[config.mk]
export PLATFORM = sky130hd
export DESIGN_NAME = display_list_bounding_box
export DESIGN_NICKNAME = d
export VERILOG_FILES = /design/src/hw/rtl/dlbb_pkg.sv /design/src/hw/rtl/dlbb_update.sv /design/src/hw/rtl/dlbb_out_buf.sv /design/src/hw/rtl/display_list_bounding_box.sv
export SDC_FILE = /design/constraint.sdc
export NUM_CORES = 2
export LEC_CHECK = 0
export ABC_AREA = 1
export BUFFER_PORTS_ARGS = -buffer_cell sky130_fd_sc_hd__clkbuf_2
export CAP_MARGIN = 20
export CORE_MARGIN = 5
export CORE_UTILIZATION = 60
export CTS_CLUSTER_DIAMETER = 60
export CTS_CLUSTER_SIZE = 20
export DETAILED_ROUTE_END_ITERATION = 7
export HOLD_SLACK_MARGIN = 0.05
export PLACE_DENSITY_LB_ADDON = 0.12
export SYNTH_ARGS = -nofsm -noshare
export SYNTH_HDL_FRONTEND = slang
export SYNTH_HIERARCHICAL = 1
export SYNTH_SLANG_ARGS = --single-unit
[constraint.sdc]
create_clock -name clk -period 21.2 [get_ports clk]
set_input_delay 4.24 -clock clk [delete_from_list [all_inputs] [get_ports clk]]
set_output_delay 4.24 -clock clk [all_outputs]
set_load 0.05 [all_outputs]
[src/hw/rtl/dlbb_pkg.sv]
// Package for the display-list bounding box block.
// Holds coordinate types, command and register codes and the payload structs.
// Depends on nothing; every other file of the block uses it.
package dlbb_pkg;

	localparam int COORD_BITS     = 32;
	localparam int FRAC_BITS      = 16;
	localparam int NUM_AXES       = 3;
	localparam int CFG_INDEX_BITS = 3;
	localparam int CODE_BITS      = 8;
	localparam int COUNT_BITS     = 32;

	typedef logic signed [COORD_BITS-1:0] coord_t;
	typedef logic [CODE_BITS-1:0]         code_t;
	typedef logic [COUNT_BITS-1:0]        count_t;

	localparam coord_t COORD_MAX = {1'b0, {(COORD_BITS-1){1'b1}}};
	localparam coord_t COORD_MIN = {1'b1, {(COORD_BITS-1){1'b0}}};
	localparam coord_t UNIT      = coord_t'({{(COORD_BITS-1){1'b0}}, 1'b1} << FRAC_BITS);

	typedef enum logic [CODE_BITS-1:0] {
		CMD_LINE_MOVE      = 8'd0,
		CMD_LINE_DRAW      = 8'd1,
		CMD_POLY_START     = 8'd2,
		CMD_POLY_MOVE      = 8'd3,
		CMD_POLY_DRAW      = 8'd4,
		CMD_POLY_END       = 8'd5,
		CMD_POLY_VNORMAL   = 8'd6,
		CMD_TRI_START      = 8'd7,
		CMD_TRI_MOVE       = 8'd8,
		CMD_TRI_DRAW       = 8'd9,
		CMD_TRI_END        = 8'd10,
		CMD_TRI_VNORMAL    = 8'd11,
		CMD_POINT_DRAW     = 8'd12,
		CMD_MODEL_MATRIX   = 8'd13,
		CMD_DISPLAY_MATRIX = 8'd14,
		CMD_POINT_SIZE     = 8'd15,
		CMD_LINE_WIDTH     = 8'd16
	} cmd_code_t;

	typedef enum logic [CFG_INDEX_BITS-1:0] {
		CFG_SEED_MIN_X = 3'd0,
		CFG_SEED_MIN_Y = 3'd1,
		CFG_SEED_MIN_Z = 3'd2,
		CFG_SEED_MAX_X = 3'd3,
		CFG_SEED_MAX_Y = 3'd4,
		CFG_SEED_MAX_Z = 3'd5
	} cfg_index_t;

	localparam logic STATUS_DONE = 1'b0;
	localparam logic STATUS_BAD  = 1'b1;

	typedef struct packed {
		code_t  cmd_code;
		coord_t coord_x;
		coord_t coord_y;
		coord_t coord_z;
		logic   first_item;
		logic   last_item;
	} cmd_item_t;

	typedef struct packed {
		coord_t lower_x;
		coord_t lower_y;
		coord_t lower_z;
		coord_t upper_x;
		coord_t upper_y;
		coord_t upper_z;
		count_t item_total;
		logic   display_flag;
		logic   status;
		code_t  bad_command;
	} bbox_result_t;

	// Box accumulator state; axis 0 is x, 1 is y, 2 is z.
	typedef struct packed {
		coord_t [NUM_AXES-1:0] lower;
		coord_t [NUM_AXES-1:0] upper;
		logic                  skip_mode;
		logic                  display_seen;
		count_t                count;
		logic                  halted;
	} box_state_t;

endpackage

[src/hw/rtl/dlbb_update.sv]
// Next-state and result logic of the display-list bounding box block.
// Decodes one command, widens the box with saturating offsets and forms the result.
// Depends on dlbb_pkg.
module dlbb_update (
	input  dlbb_pkg::cmd_item_t                     item,
	input  dlbb_pkg::box_state_t                    state,
	input  dlbb_pkg::coord_t [dlbb_pkg::NUM_AXES-1:0] seed_lo,
	input  dlbb_pkg::coord_t [dlbb_pkg::NUM_AXES-1:0] seed_hi,
	output dlbb_pkg::box_state_t                    next_state,
	output logic                                    emit,
	output dlbb_pkg::bbox_result_t                  result
);

	// Adds or subtracts one unit (or nothing) and clamps to the coordinate range.
	function automatic dlbb_pkg::coord_t sat_offset(input dlbb_pkg::coord_t p,
			input logic neg, input logic use_unit);
		logic signed [dlbb_pkg::COORD_BITS:0] ext;
		logic signed [dlbb_pkg::COORD_BITS:0] off;
		logic signed [dlbb_pkg::COORD_BITS:0] sum;
		dlbb_pkg::coord_t                     res;
		ext = {p[dlbb_pkg::COORD_BITS-1], p};
		off = use_unit ? {1'b0, dlbb_pkg::UNIT} : '0;
		sum = neg ? ext - off : ext + off;
		if (sum[dlbb_pkg::COORD_BITS] != sum[dlbb_pkg::COORD_BITS-1]) begin
			res = sum[dlbb_pkg::COORD_BITS] ? dlbb_pkg::COORD_MIN : dlbb_pkg::COORD_MAX;
		end else begin
			res = sum[dlbb_pkg::COORD_BITS-1:0];
		end
		return res;
	endfunction

	function automatic dlbb_pkg::bbox_result_t make_result(input dlbb_pkg::box_state_t s,
			input logic st, input dlbb_pkg::code_t code);
		dlbb_pkg::bbox_result_t r;
		r.lower_x      = s.lower[0];
		r.lower_y      = s.lower[1];
		r.lower_z      = s.lower[2];
		r.upper_x      = s.upper[0];
		r.upper_y      = s.upper[1];
		r.upper_z      = s.upper[2];
		r.item_total   = s.count;
		r.display_flag = s.display_seen;
		r.status       = st;
		r.bad_command  = code;
		return r;
	endfunction

	dlbb_pkg::box_state_t                     eff;
	dlbb_pkg::coord_t [dlbb_pkg::NUM_AXES-1:0] pnt;
	dlbb_pkg::coord_t                         lo_c;
	dlbb_pkg::coord_t                         hi_c;
	logic                                     do_widen;
	logic                                     use_unit;
	logic                                     bad;

	assign pnt = {item.coord_z, item.coord_y, item.coord_x};

	always_comb begin
		eff = state;
		if (item.first_item) begin
			eff.lower        = seed_lo;
			eff.upper        = seed_hi;
			eff.skip_mode    = 1'b0;
			eff.display_seen = 1'b0;
			eff.count        = '0;
			eff.halted       = 1'b0;
		end

		next_state = eff;
		emit       = 1'b0;
		result     = make_result(eff, dlbb_pkg::STATUS_DONE, '0);
		do_widen   = 1'b0;
		use_unit   = 1'b0;
		bad        = 1'b0;
		lo_c       = '0;
		hi_c       = '0;

		if (!eff.halted) begin
			// While skipping, only a model matrix is decoded; everything else just counts.
			if (!(eff.skip_mode && item.cmd_code != dlbb_pkg::CMD_MODEL_MATRIX)) begin
				next_state.skip_mode = 1'b0;
				case (item.cmd_code)
					dlbb_pkg::CMD_LINE_MOVE, dlbb_pkg::CMD_LINE_DRAW,
					dlbb_pkg::CMD_POLY_MOVE, dlbb_pkg::CMD_POLY_DRAW,
					dlbb_pkg::CMD_POLY_END, dlbb_pkg::CMD_TRI_MOVE,
					dlbb_pkg::CMD_TRI_DRAW, dlbb_pkg::CMD_TRI_END: begin
						do_widen = 1'b1;
					end
					dlbb_pkg::CMD_DISPLAY_MATRIX: begin
						next_state.skip_mode    = 1'b1;
						next_state.display_seen = 1'b1;
						do_widen = 1'b1;
						use_unit = 1'b1;
					end
					dlbb_pkg::CMD_POINT_DRAW: begin
						do_widen = 1'b1;
						use_unit = 1'b1;
					end
					dlbb_pkg::CMD_POLY_START, dlbb_pkg::CMD_POLY_VNORMAL,
					dlbb_pkg::CMD_TRI_START, dlbb_pkg::CMD_TRI_VNORMAL,
					dlbb_pkg::CMD_MODEL_MATRIX, dlbb_pkg::CMD_POINT_SIZE,
					dlbb_pkg::CMD_LINE_WIDTH: begin
					end
					default: begin
						bad = 1'b1;
					end
				endcase
			end

			if (bad) begin
				// The unknown command leaves box and count as they were.
				next_state        = eff;
				next_state.halted = 1'b1;
				emit              = 1'b1;
				result            = make_result(eff, dlbb_pkg::STATUS_BAD, item.cmd_code);
			end else begin
				if (do_widen) begin
					for (int i = 0; i < dlbb_pkg::NUM_AXES; i++) begin
						lo_c = sat_offset(pnt[i], 1'b1, use_unit);
						hi_c = sat_offset(pnt[i], 1'b0, use_unit);
						if ($signed(lo_c) < $signed(eff.lower[i])) begin
							next_state.lower[i] = lo_c;
						end
						if ($signed(hi_c) > $signed(eff.upper[i])) begin
							next_state.upper[i] = hi_c;
						end
					end
				end
				if (eff.count != '1) begin
					next_state.count = eff.count + dlbb_pkg::count_t'(1);
				end
				if (item.last_item) begin
					emit   = 1'b1;
					result = make_result(next_state, dlbb_pkg::STATUS_DONE, '0);
				end
			end
		end
	end

endmodule

[src/hw/rtl/dlbb_out_buf.sv]
// Two-entry result queue of the display-list bounding box block.
// Lets the block keep taking commands while one result waits for the receiver.
// Depends on dlbb_pkg.
module dlbb_out_buf (
	input  logic                   clk,
	input  logic                   arst_n,
	input  logic                   push,
	input  dlbb_pkg::bbox_result_t push_data,
	output logic                   space,
	output logic                   out_valid,
	input  logic                   out_ready,
	output dlbb_pkg::bbox_result_t out_item
);

	dlbb_pkg::bbox_result_t slot0_q;
	dlbb_pkg::bbox_result_t slot1_q;
	logic [1:0]             count_q;
	logic                   pop;

	assign out_valid = (count_q != 2'd0);
	assign out_item  = slot0_q;
	assign space     = (count_q != 2'd2);
	assign pop       = out_valid && out_ready;

	always_ff @(posedge clk or negedge arst_n) begin
		if (!arst_n) begin
			count_q <= 2'd0;
		end else begin
			if (push && !pop) begin
				count_q <= count_q + 2'd1;
			end else if (pop && !push) begin
				count_q <= count_q - 2'd1;
			end
		end
	end

	always_ff @(posedge clk) begin
		if (pop && !push) begin
			slot0_q <= slot1_q;
		end else if (push && !pop) begin
			if (count_q == 2'd0) begin
				slot0_q <= push_data;
			end else begin
				slot1_q <= push_data;
			end
		end else if (push && pop) begin
			// One entry leaves as the new one arrives, so the new one becomes the head.
			slot0_q <= push_data;
		end
	end

	a_count_range: assert property (@(posedge clk) disable iff (!arst_n)
		count_q != 2'd3)
		else $error("result queue count out of range");

	a_push_grows: assert property (@(posedge clk) disable iff (!arst_n)
		push && !pop |=> count_q == $past(count_q) + 2'd1)
		else $error("result queue lost a pushed transaction");

	a_shift_head: assert property (@(posedge clk) disable iff (!arst_n)
		pop && !push && count_q == 2'd2 |=> out_item == $past(slot1_q))
		else $error("second result did not move to the head");

endmodule

[src/hw/rtl/display_list_bounding_box.sv]
// Top level of the display-list bounding box block.
// Holds seed registers and box state, and ties together dlbb_update and dlbb_out_buf.
// Depends on dlbb_pkg, dlbb_update and dlbb_out_buf.
//
// Commands arrive on the in_valid/in_ready channel as a dlbb_pkg::cmd_item_t.
// Each transaction is decoded and folded into the box in the cycle it is
// accepted; the state registers feed back so a command can be taken every
// cycle while in_ready is high. A command that ends a list or carries an
// unknown code pushes one result into a two-entry queue; into an empty queue
// it is visible on out_valid/out_item in the cycle after the command was
// accepted. While the receiver holds out_ready low, commands are still taken
// until two results wait, and only then does in_ready fall.
// Seed corners are written through cfg_valid/cfg_ready/cfg_index/cfg_data,
// one register per transaction; cfg_ready is always high and writes beyond
// the last register are dropped. Seeds take effect at the next first item.
// Reset sets the seeds and corners to an empty box (lower at the most
// positive value, upper at the most negative), clears flags and the count,
// and empties the result queue.
module display_list_bounding_box (
	input  logic                                 clk,
	input  logic                                 arst_n,
	input  logic                                 in_valid,
	output logic                                 in_ready,
	input  dlbb_pkg::cmd_item_t                  in_item,
	output logic                                 out_valid,
	input  logic                                 out_ready,
	output dlbb_pkg::bbox_result_t               out_item,
	input  logic                                 cfg_valid,
	output logic                                 cfg_ready,
	input  logic [dlbb_pkg::CFG_INDEX_BITS-1:0]  cfg_index,
	input  dlbb_pkg::coord_t                     cfg_data
);

	dlbb_pkg::coord_t [dlbb_pkg::NUM_AXES-1:0] seed_lo_q;
	dlbb_pkg::coord_t [dlbb_pkg::NUM_AXES-1:0] seed_hi_q;
	dlbb_pkg::box_state_t                      state_q;
	dlbb_pkg::box_state_t                      next_state;
	dlbb_pkg::bbox_result_t                    result;
	logic                                      emit;
	logic                                      space;
	logic                                      accept;

	assign cfg_ready = 1'b1;
	assign in_ready  = space;
	assign accept    = in_valid && in_ready;

	always_ff @(posedge clk or negedge arst_n) begin
		if (!arst_n) begin
			seed_lo_q <= {dlbb_pkg::NUM_AXES{dlbb_pkg::COORD_MAX}};
			seed_hi_q <= {dlbb_pkg::NUM_AXES{dlbb_pkg::COORD_MIN}};
		end else if (cfg_valid && cfg_ready) begin
			case (cfg_index)
				dlbb_pkg::CFG_SEED_MIN_X: seed_lo_q[0] <= cfg_data;
				dlbb_pkg::CFG_SEED_MIN_Y: seed_lo_q[1] <= cfg_data;
				dlbb_pkg::CFG_SEED_MIN_Z: seed_lo_q[2] <= cfg_data;
				dlbb_pkg::CFG_SEED_MAX_X: seed_hi_q[0] <= cfg_data;
				dlbb_pkg::CFG_SEED_MAX_Y: seed_hi_q[1] <= cfg_data;
				dlbb_pkg::CFG_SEED_MAX_Z: seed_hi_q[2] <= cfg_data;
				default: begin
				end
			endcase
		end
	end

	always_ff @(posedge clk or negedge arst_n) begin
		if (!arst_n) begin
			state_q.lower        <= {dlbb_pkg::NUM_AXES{dlbb_pkg::COORD_MAX}};
			state_q.upper        <= {dlbb_pkg::NUM_AXES{dlbb_pkg::COORD_MIN}};
			state_q.skip_mode    <= 1'b0;
			state_q.display_seen <= 1'b0;
			state_q.count        <= '0;
			state_q.halted       <= 1'b0;
		end else if (accept) begin
			state_q <= next_state;
		end
	end

	dlbb_update u_update (
		.item       (in_item),
		.state      (state_q),
		.seed_lo    (seed_lo_q),
		.seed_hi    (seed_hi_q),
		.next_state (next_state),
		.emit       (emit),
		.result     (result)
	);

	dlbb_out_buf u_out_buf (
		.clk       (clk),
		.arst_n    (arst_n),
		.push      (accept && emit),
		.push_data (result),
		.space     (space),
		.out_valid (out_valid),
		.out_ready (out_ready),
		.out_item  (out_item)
	);

	a_halt_holds: assert property (@(posedge clk) disable iff (!arst_n)
		accept && state_q.halted && !in_item.first_item |=> $stable(state_q))
		else $error("halted list changed state");

	a_halt_no_result: assert property (@(posedge clk) disable iff (!arst_n)
		accept && state_q.halted && !in_item.first_item |-> !emit)
		else $error("halted list produced a result");

	a_bad_sets_halt: assert property (@(posedge clk) disable iff (!arst_n)
		accept && emit && result.status == dlbb_pkg::STATUS_BAD |=> state_q.halted)
		else $error("error transaction did not halt the list");

endmodule

Word level (Yosys, flattened, before mapping)
Cells that the tools add are included.
{"block": "totals", "word_cells": 179, "input_bits": 146, "output_inout_bits": 237, "register_bits": 889}
{"block": "classes", "n_eq_ne": 31, "reduce_logical": 26, "mux": 68, "n_lt_le_gt_ge": 6, "n_addsub": 9, "bitwise": 2}
{"operator": "234-bit two-way mux", "count": 7}
{"operator": "32-bit two-way mux", "count": 38}
{"operator": "227-bit two-way mux", "count": 2}
{"operator": "192-bit two-way mux", "count": 2}
{"operator": "32-bit by 18-bit adder with 33-bit output", "count": 3}
{"operator": "32-bit by 18-bit subtractor with 33-bit output", "count": 3}
{"operator": "32-bit > comparator", "count": 3}
{"operator": "32-bit < comparator", "count": 3}
{"operator": "8-bit by 4-bit equality test with 1-bit output (second input constant)", "count": 8}
{"operator": "32-bit by 1-bit adder with 32-bit output (second input constant)", "count": 1}
{"operator": "8-bit by 3-bit equality test with 1-bit output (second input constant)", "count": 4}
{"operator": "32-bit != test (second input constant)", "count": 1}
{"operator": "17-bit two-way mux", "count": 1}
{"operator": "17-bit OR reduction", "count": 1}
{"operator": "8-bit by 2-bit equality test with 1-bit output (second input constant)", "count": 2}
{"operator": "2-bit AND reduction", "count": 7}
{"operator": "1-bit two-way mux", "count": 13}
{"operator": "2-bit two-way mux", "count": 5}
{"operator": "10-bit OR reduction", "count": 1}
{"operator": "8-bit by 1-bit equality test with 1-bit output (second input constant)", "count": 1}
{"operator": "8-bit by 5-bit equality test with 1-bit output (second input constant)", "count": 1}
{"operator": "8-bit zero test", "count": 1}
{"operator": "8-bit by 4-bit != test with 1-bit output (second input constant)", "count": 1}
{"operator": "1-bit logical AND", "count": 7}
{"operator": "other kinds (16)", "count": 26}

Longest topological paths before layout
{"block": "logic_depth", "depth_word": 21, "depth_mapped": 48, "depth_no_buf": 46}

Modules after synthesis
Netlist, hierarchy kept.
{"mod": "dlbb_update", "area_each_um2": 21120.3, "n_inst": 1, "seq_area_each_um2": 0.0, "cells_per_inst": 4138}
{"mod": "dlbb_out_buf", "area_each_um2": 17646.9, "n_inst": 1, "seq_area_each_um2": 14103.5, "cells_per_inst": 751}
{"mod": "display_list_bounding_box", "area_each_um2": 16533.4, "n_inst": 1, "seq_area_each_um2": 10725.3, "cells_per_inst": 1828}

Least setup slack after synthesis
Ideal clock, no wire load.
{"block": "synth_timing", "path_type": "input-to-reg", "from": "in in_item[1] (netlist bit)", "to": "reg u_out_buf.slot0_q, in the netlist u_out_buf/out_item[0] (enable)", "arrival_time_ns": 21.705, "required_ns": 20.046, "cell_stages": 10, "setup_time_ns": 1.154, "setup_slack_ns": -1.659, "path_buffers": 4, "path_cell_list": "buf_6 > buf_4 > nor2_1 > clkbuf_1 > clkbuf_1 > a21oi_1 > inv_1 > nor2_1 > inv_1 > o21ai_0"}
{"block": "synth_via", "elab_chain_len": 11, "word_cells_on_any_way": 14, "classes_between": "1 x eq/ne; 5 x mux; 8 x reduce/logical"}
{"element": "start, declared", "line_no": "display_list_bounding_box.sv:24", "source": "input dlbb_pkg::cmd_item_t in_item,"}
{"element": "227-bit two-way mux (*)", "line_no": "dlbb_update.sv:60", "source": "if (item.first_item) begin"}
{"element": "1-bit logical AND", "line_no": "dlbb_update.sv:80", "source": "if (!(eff.skip_mode && item.cmd_code != dlbb_pkg::CMD_MODEL_MATRIX)) begin"}
{"element": "1-bit two-way mux", "line_no": "dlbb_update.sv:80"}
{"element": "1-bit two-way mux", "line_no": "dlbb_update.sv:78", "source": "if (!eff.halted) begin"}
{"element": "1-bit two-way mux", "line_no": "dlbb_update.sv:110", "source": "if (bad) begin"}
{"element": "1-bit two-way mux (*)", "line_no": "dlbb_update.sv:78"}
{"element": "named net emit", "line_no": "display_list_bounding_box.sv:39", "source": "logic emit;"}
{"element": "1-bit logical AND (*)", "line_no": "display_list_bounding_box.sv:91", "source": ".push (accept && emit),"}
{"element": "1-bit zero test", "line_no": "dlbb_out_buf.sv:38", "source": "if (pop && !push) begin"}
{"element": "1-bit logical AND", "line_no": "dlbb_out_buf.sv:38"}
{"element": "3-bit by 2-bit != test with 1-bit output (no source line) or 3-bit nonzero test (tied branches)"}
{"element": "2-bit AND reduction (no source line) (*)"}
{"element": "end signal, assigned", "line_no": "dlbb_out_buf.sv:39", "source": "slot0_q <= slot1_q;"}
{"element": "end signal, assigned", "line_no": "dlbb_out_buf.sv:42", "source": "slot0_q <= push_data;"}
{"element": "end signal, assigned", "line_no": "dlbb_out_buf.sv:48", "source": "slot0_q <= push_data;"}
{"element": "end, declared", "line_no": "dlbb_out_buf.sv:15", "source": "dlbb_pkg::bbox_result_t slot0_q;"}
Mark *: on every way through the listed nets, which the timed path passes. The rest lies on a longest branch. The select of a mux whose other input is x is not followed.
A chain may end at the register's enable or synchronous reset.

==> run summary <==
- synthesized area per cell: 8.233 um^2
- CTS tree: built
- post-synthesis register bit count: 889
- overall global routing resource usage: 35.61%
- net switching power figure: 3.294 mW
- combinational share of power: 41.6%
- Sink Count: 889
- row cnt: 111
- Detailed Routing Iterations Pass 1: 7
- RSZ-0062 raised after global routing: false
- share of cells above drive strength 1: 18.79%
- commonest cells after routing, fill and taps aside: nand2_1, nand3_1, edfxtp_1
- via density per instance: 6.077
- cell types with the largest area share after synthesis: edfxtp_1, nand2_1, dfrtp_1
- worst rel slew slack: 20.25%
- overflow left after global routing: 0
- Reg-to-Reg End: u_out_buf/out_item[60]
- part of the Yosys area used for sequential elements: 44.90%
- power density over the cells: 126.3 nW/um^2
- effective utilization at floorplan: 60.42%
- number of placed instances, taps included: 7931
- total of fill cells in the finished design: 7731
- Worst R2R Start: state_q[34]
- worst hold path stage count: 2
- Critical Path Sink Type: register
- worst-path fanout max: 80
- share of power burned in registers: 37.3%
- final setup violation count: 0
- internal cell power: 4.337 mW
- layout overhead on the synthesized area: 9.247%
- worst clock skew: 0.02609 ns
- critical-path cell with the highest stage delay: ha_1
- number of standard cells after synthesis: 6717
- number of nets in the synthesized netlist: 7079
- final net count: 7198
- number of design rule violations left after detail routing: 0
- area of the die: 98340 um^2
- gpl congestion: 0.9980
- clock power share: 21.2%
- share of async-settable or async-resettable flops after synthesis: 47.36%
- hold wc startpoint: seed_lo_q[56]
- clock slew at reported path FFs: 0.08 ns
- post-cts repair resize count: 0
- number of global-route vias before repair: 46062
- detail-routed net length per standard cell: 22.39 um
- global-route wire length before repair: 273000 um
- clock latency at the later pin of the worst-skew pair: 0.69 ns
- total I/O pin count: 383
- final wirelength: 181600 um
- critical path's largest stage delay: 0.88 ns
- Synth cell types: 64
- count of input and output buffers: 381
- Root Buffer: clkbuf_16
- max_cap viols: 0
- Chip Height: 313.6 um
- largest net degree at the start of global routing: 187
- Total Power: 7.631 mW
- Netlist Area Pre-Place: 55300 um^2
- capture endpoint of the worst hold path: seed_lo_q[56]
- area of the core region: 91520 um^2
- die width: 313.6 um
- Iteration-0 DRC Markers: 5776
- most common cell after layout, fill and taps aside: nand2_1
- maximum VDD drop: 0.09152 mV
- final std cell area, no fill: 60410 um^2
- path depth of the worst reg2reg path: 40
- proportion of total power due to net switching: 43.17%
- slack of the worst reg-to-reg path: 12.56 ns
- post-route insts no fill: 8110
- cell occurring most often along the worst timing path: inv_1
- remaining antenna violation count: 0
- Warnings, synthesis: 6
- HP Class: reg2reg
- cts hold-fix bufs: 0
- maximum buffer depth of the clock tree: 3
- post-route clock period utilization: 60.55%
- Final Hold Fails: 0
- run status: finished, final reports clean
- aggregate negative setup slack: 0 ns
- placed instance area: 57320 um^2
- number of antenna violations at the first check in global routing: 24
- Min Clock Period, post-route: 12.84 ns
- WS Path Type: in2reg
- Final Util: 66.01%
- EDFF count, synth: 468
- maximum achievable frequency: 77.91 MHz
- final HPWL from detailed placement: 119000 um
- number of pins exceeding their max-slew limit in the final report: 0
- leakage component of the power: 29.00 nW
- transition time at the pin with the least slew margin: 1.196 ns
- vias post-DR: 49286
- area share of the leading cell type in the synthesized netlist: 25.41%
- Primary FF master, synth: edfxtp_1
- postcts setup bufs: 0
- CTS H-tree lvls: 3
- Worst EP required: 21.64 ns
- number of buffers created by CTS: 84
- Critical Path AT: 13.27 ns
- kind of launch point of the worst setup path: primary input
- cell accounting for the most synthesized area: edfxtp_1
[synthesized netlist by cell type (12+ instances only)]
| cell | number |
|---|---|
| a211oi_1 | 12 |
| nand2_2 | 30 |
| buf_1 | 25 |
| nor2_4 | 13 |
| buf_2 | 102 |
| nand3_1 | 557 |
| nand2_1 | 2322 |
| buf_6 | 34 |
| nor2_1 | 192 |
| clkbuf_1 | 233 |
| a21oi_1 | 301 |
| o21ai_0 | 425 |
| inv_2 | 34 |
| inv_1 | 437 |
| buf_4 | 13 |
| dfrtp_1 | 229 |
| xor2_1 | 37 |
| mux2i_1 | 60 |
| nor2_2 | 22 |
| nand4_1 | 149 |
| ha_1 | 216 |
| edfxtp_1 | 468 |
| nor3_1 | 33 |
| o21ai_2 | 16 |
| o21ai_1 | 68 |
| o22ai_1 | 22 |
| or2_2 | 120 |
| mux2_2 | 85 |
| dfstp_2 | 192 |
| a31oi_1 | 27 |
| mux2_4 | 149 |
[final cells by class]
cell class | count | area, um^2 | share of cell area, %
clock inverters | 67 | 823.3 | 1.363
clock buffers | 90 | 2135 | 3.533
flip-flops and latches | 889 | 24830 | 41.10
well taps | 1186 | 1484 | 2.456
diodes | 17 | 42.54 | 0.07042
multi-input cells | 4949 | 26820 | 44.40
inverters | 472 | 1784 | 2.953
repair buffers | 440 | 2495 | 4.130
[cell families (layout without fill, tap and decap cells)]
| kind of cell | after synthesis | after routing | synth area share, % |
|---|---|---|---|
| buf+inv | 879 | 1069 | 6.751 |
| other cells | 1 | 18 | 0.006781 |
| flops | 889 | 889 | 44.90 |
| compound gates | 912 | 912 | 8.799 |
| xor+xnor | 40 | 40 | 0.6335 |
| fa+ha+maj | 216 | 216 | 4.887 |
| simple gates | 3486 | 3486 | 27.16 |
| mux | 294 | 294 | 6.862 |
[state kept, by name, summed over array words and instances (netlist names)]
name	count
u_out_buf/out_item	234
u_out_buf/slot1_q	234
state_q	227
seed_hi_q	96
seed_lo_q	96
u_out_buf/count_q	2
[through the flow]
| step | setup WS [ns] | hold WS [ns] |
|---|---|---|
| after floorplan | 4.628 | 0.4345 |
| after global placement | 7.525 | 0.4474 |
| after detailed placement | 7.324 | 0.4512 |
| after CTS | 8.015 | 0.4622 |
| after global routing | 7.733 | 0.4684 |
| final | 8.364 | 0.4619 |
[power groups by stage]
stage | sequential (mW) | combinational [mW] | clock, mW
floorplan | 3.58 | 1.71 | 0
global placement | 2.86 | 3.08 | 0
detailed placement | 2.86 | 3.13 | 0
CTS | 2.84 | 3.15 | 1.64
global route | 2.90 | 3.42 | 1.71
finish | 2.84 | 3.17 | 1.62
[metal layers]
metal | share of wire [%] | vias up | GRT usage, %
li1 | - | 22738 | -
met1 | 38 | 23262 | 45.97
met2 | 45 | 2726 | 55.88
met3 | 11 | 550 | 8.227
met4 | 6.5 | 10 | 19.71
met5 | 0.038 | - | 0
[worst max-delay path: cells and delay by family]
| kind | cells | cell delay [ns] |
|---|---|---|
| compound gates | 2 | 0.50 |
| buf+inv | 14 | 3.05 |
| fa+ha+maj | 3 | 1.32 |
| simple gates | 21 | 3.56 |
| mux | 1 | 0.32 |
| xor+xnor | 1 | 0.19 |
[how the worst max path moves through the flow]
stage	slack [ns]	startpoint	cells past startpoint	to
floorplan	4.63	in_item[1]	14	u_out_buf/slot1_q[0]
global placement	7.52	in_item[1]	45	u_out_buf/out_item[66]
detailed placement	7.32	in_item[1]	43	u_out_buf/out_item[66]
CTS	8.02	in_item[1]	43	u_out_buf/out_item[66]
global route	7.73	in_item[1]	44	u_out_buf/out_item[66]
finish	8.36	in_item[1]	42	u_out_buf/out_item[60]
Power figures use the tool's default switching activity.
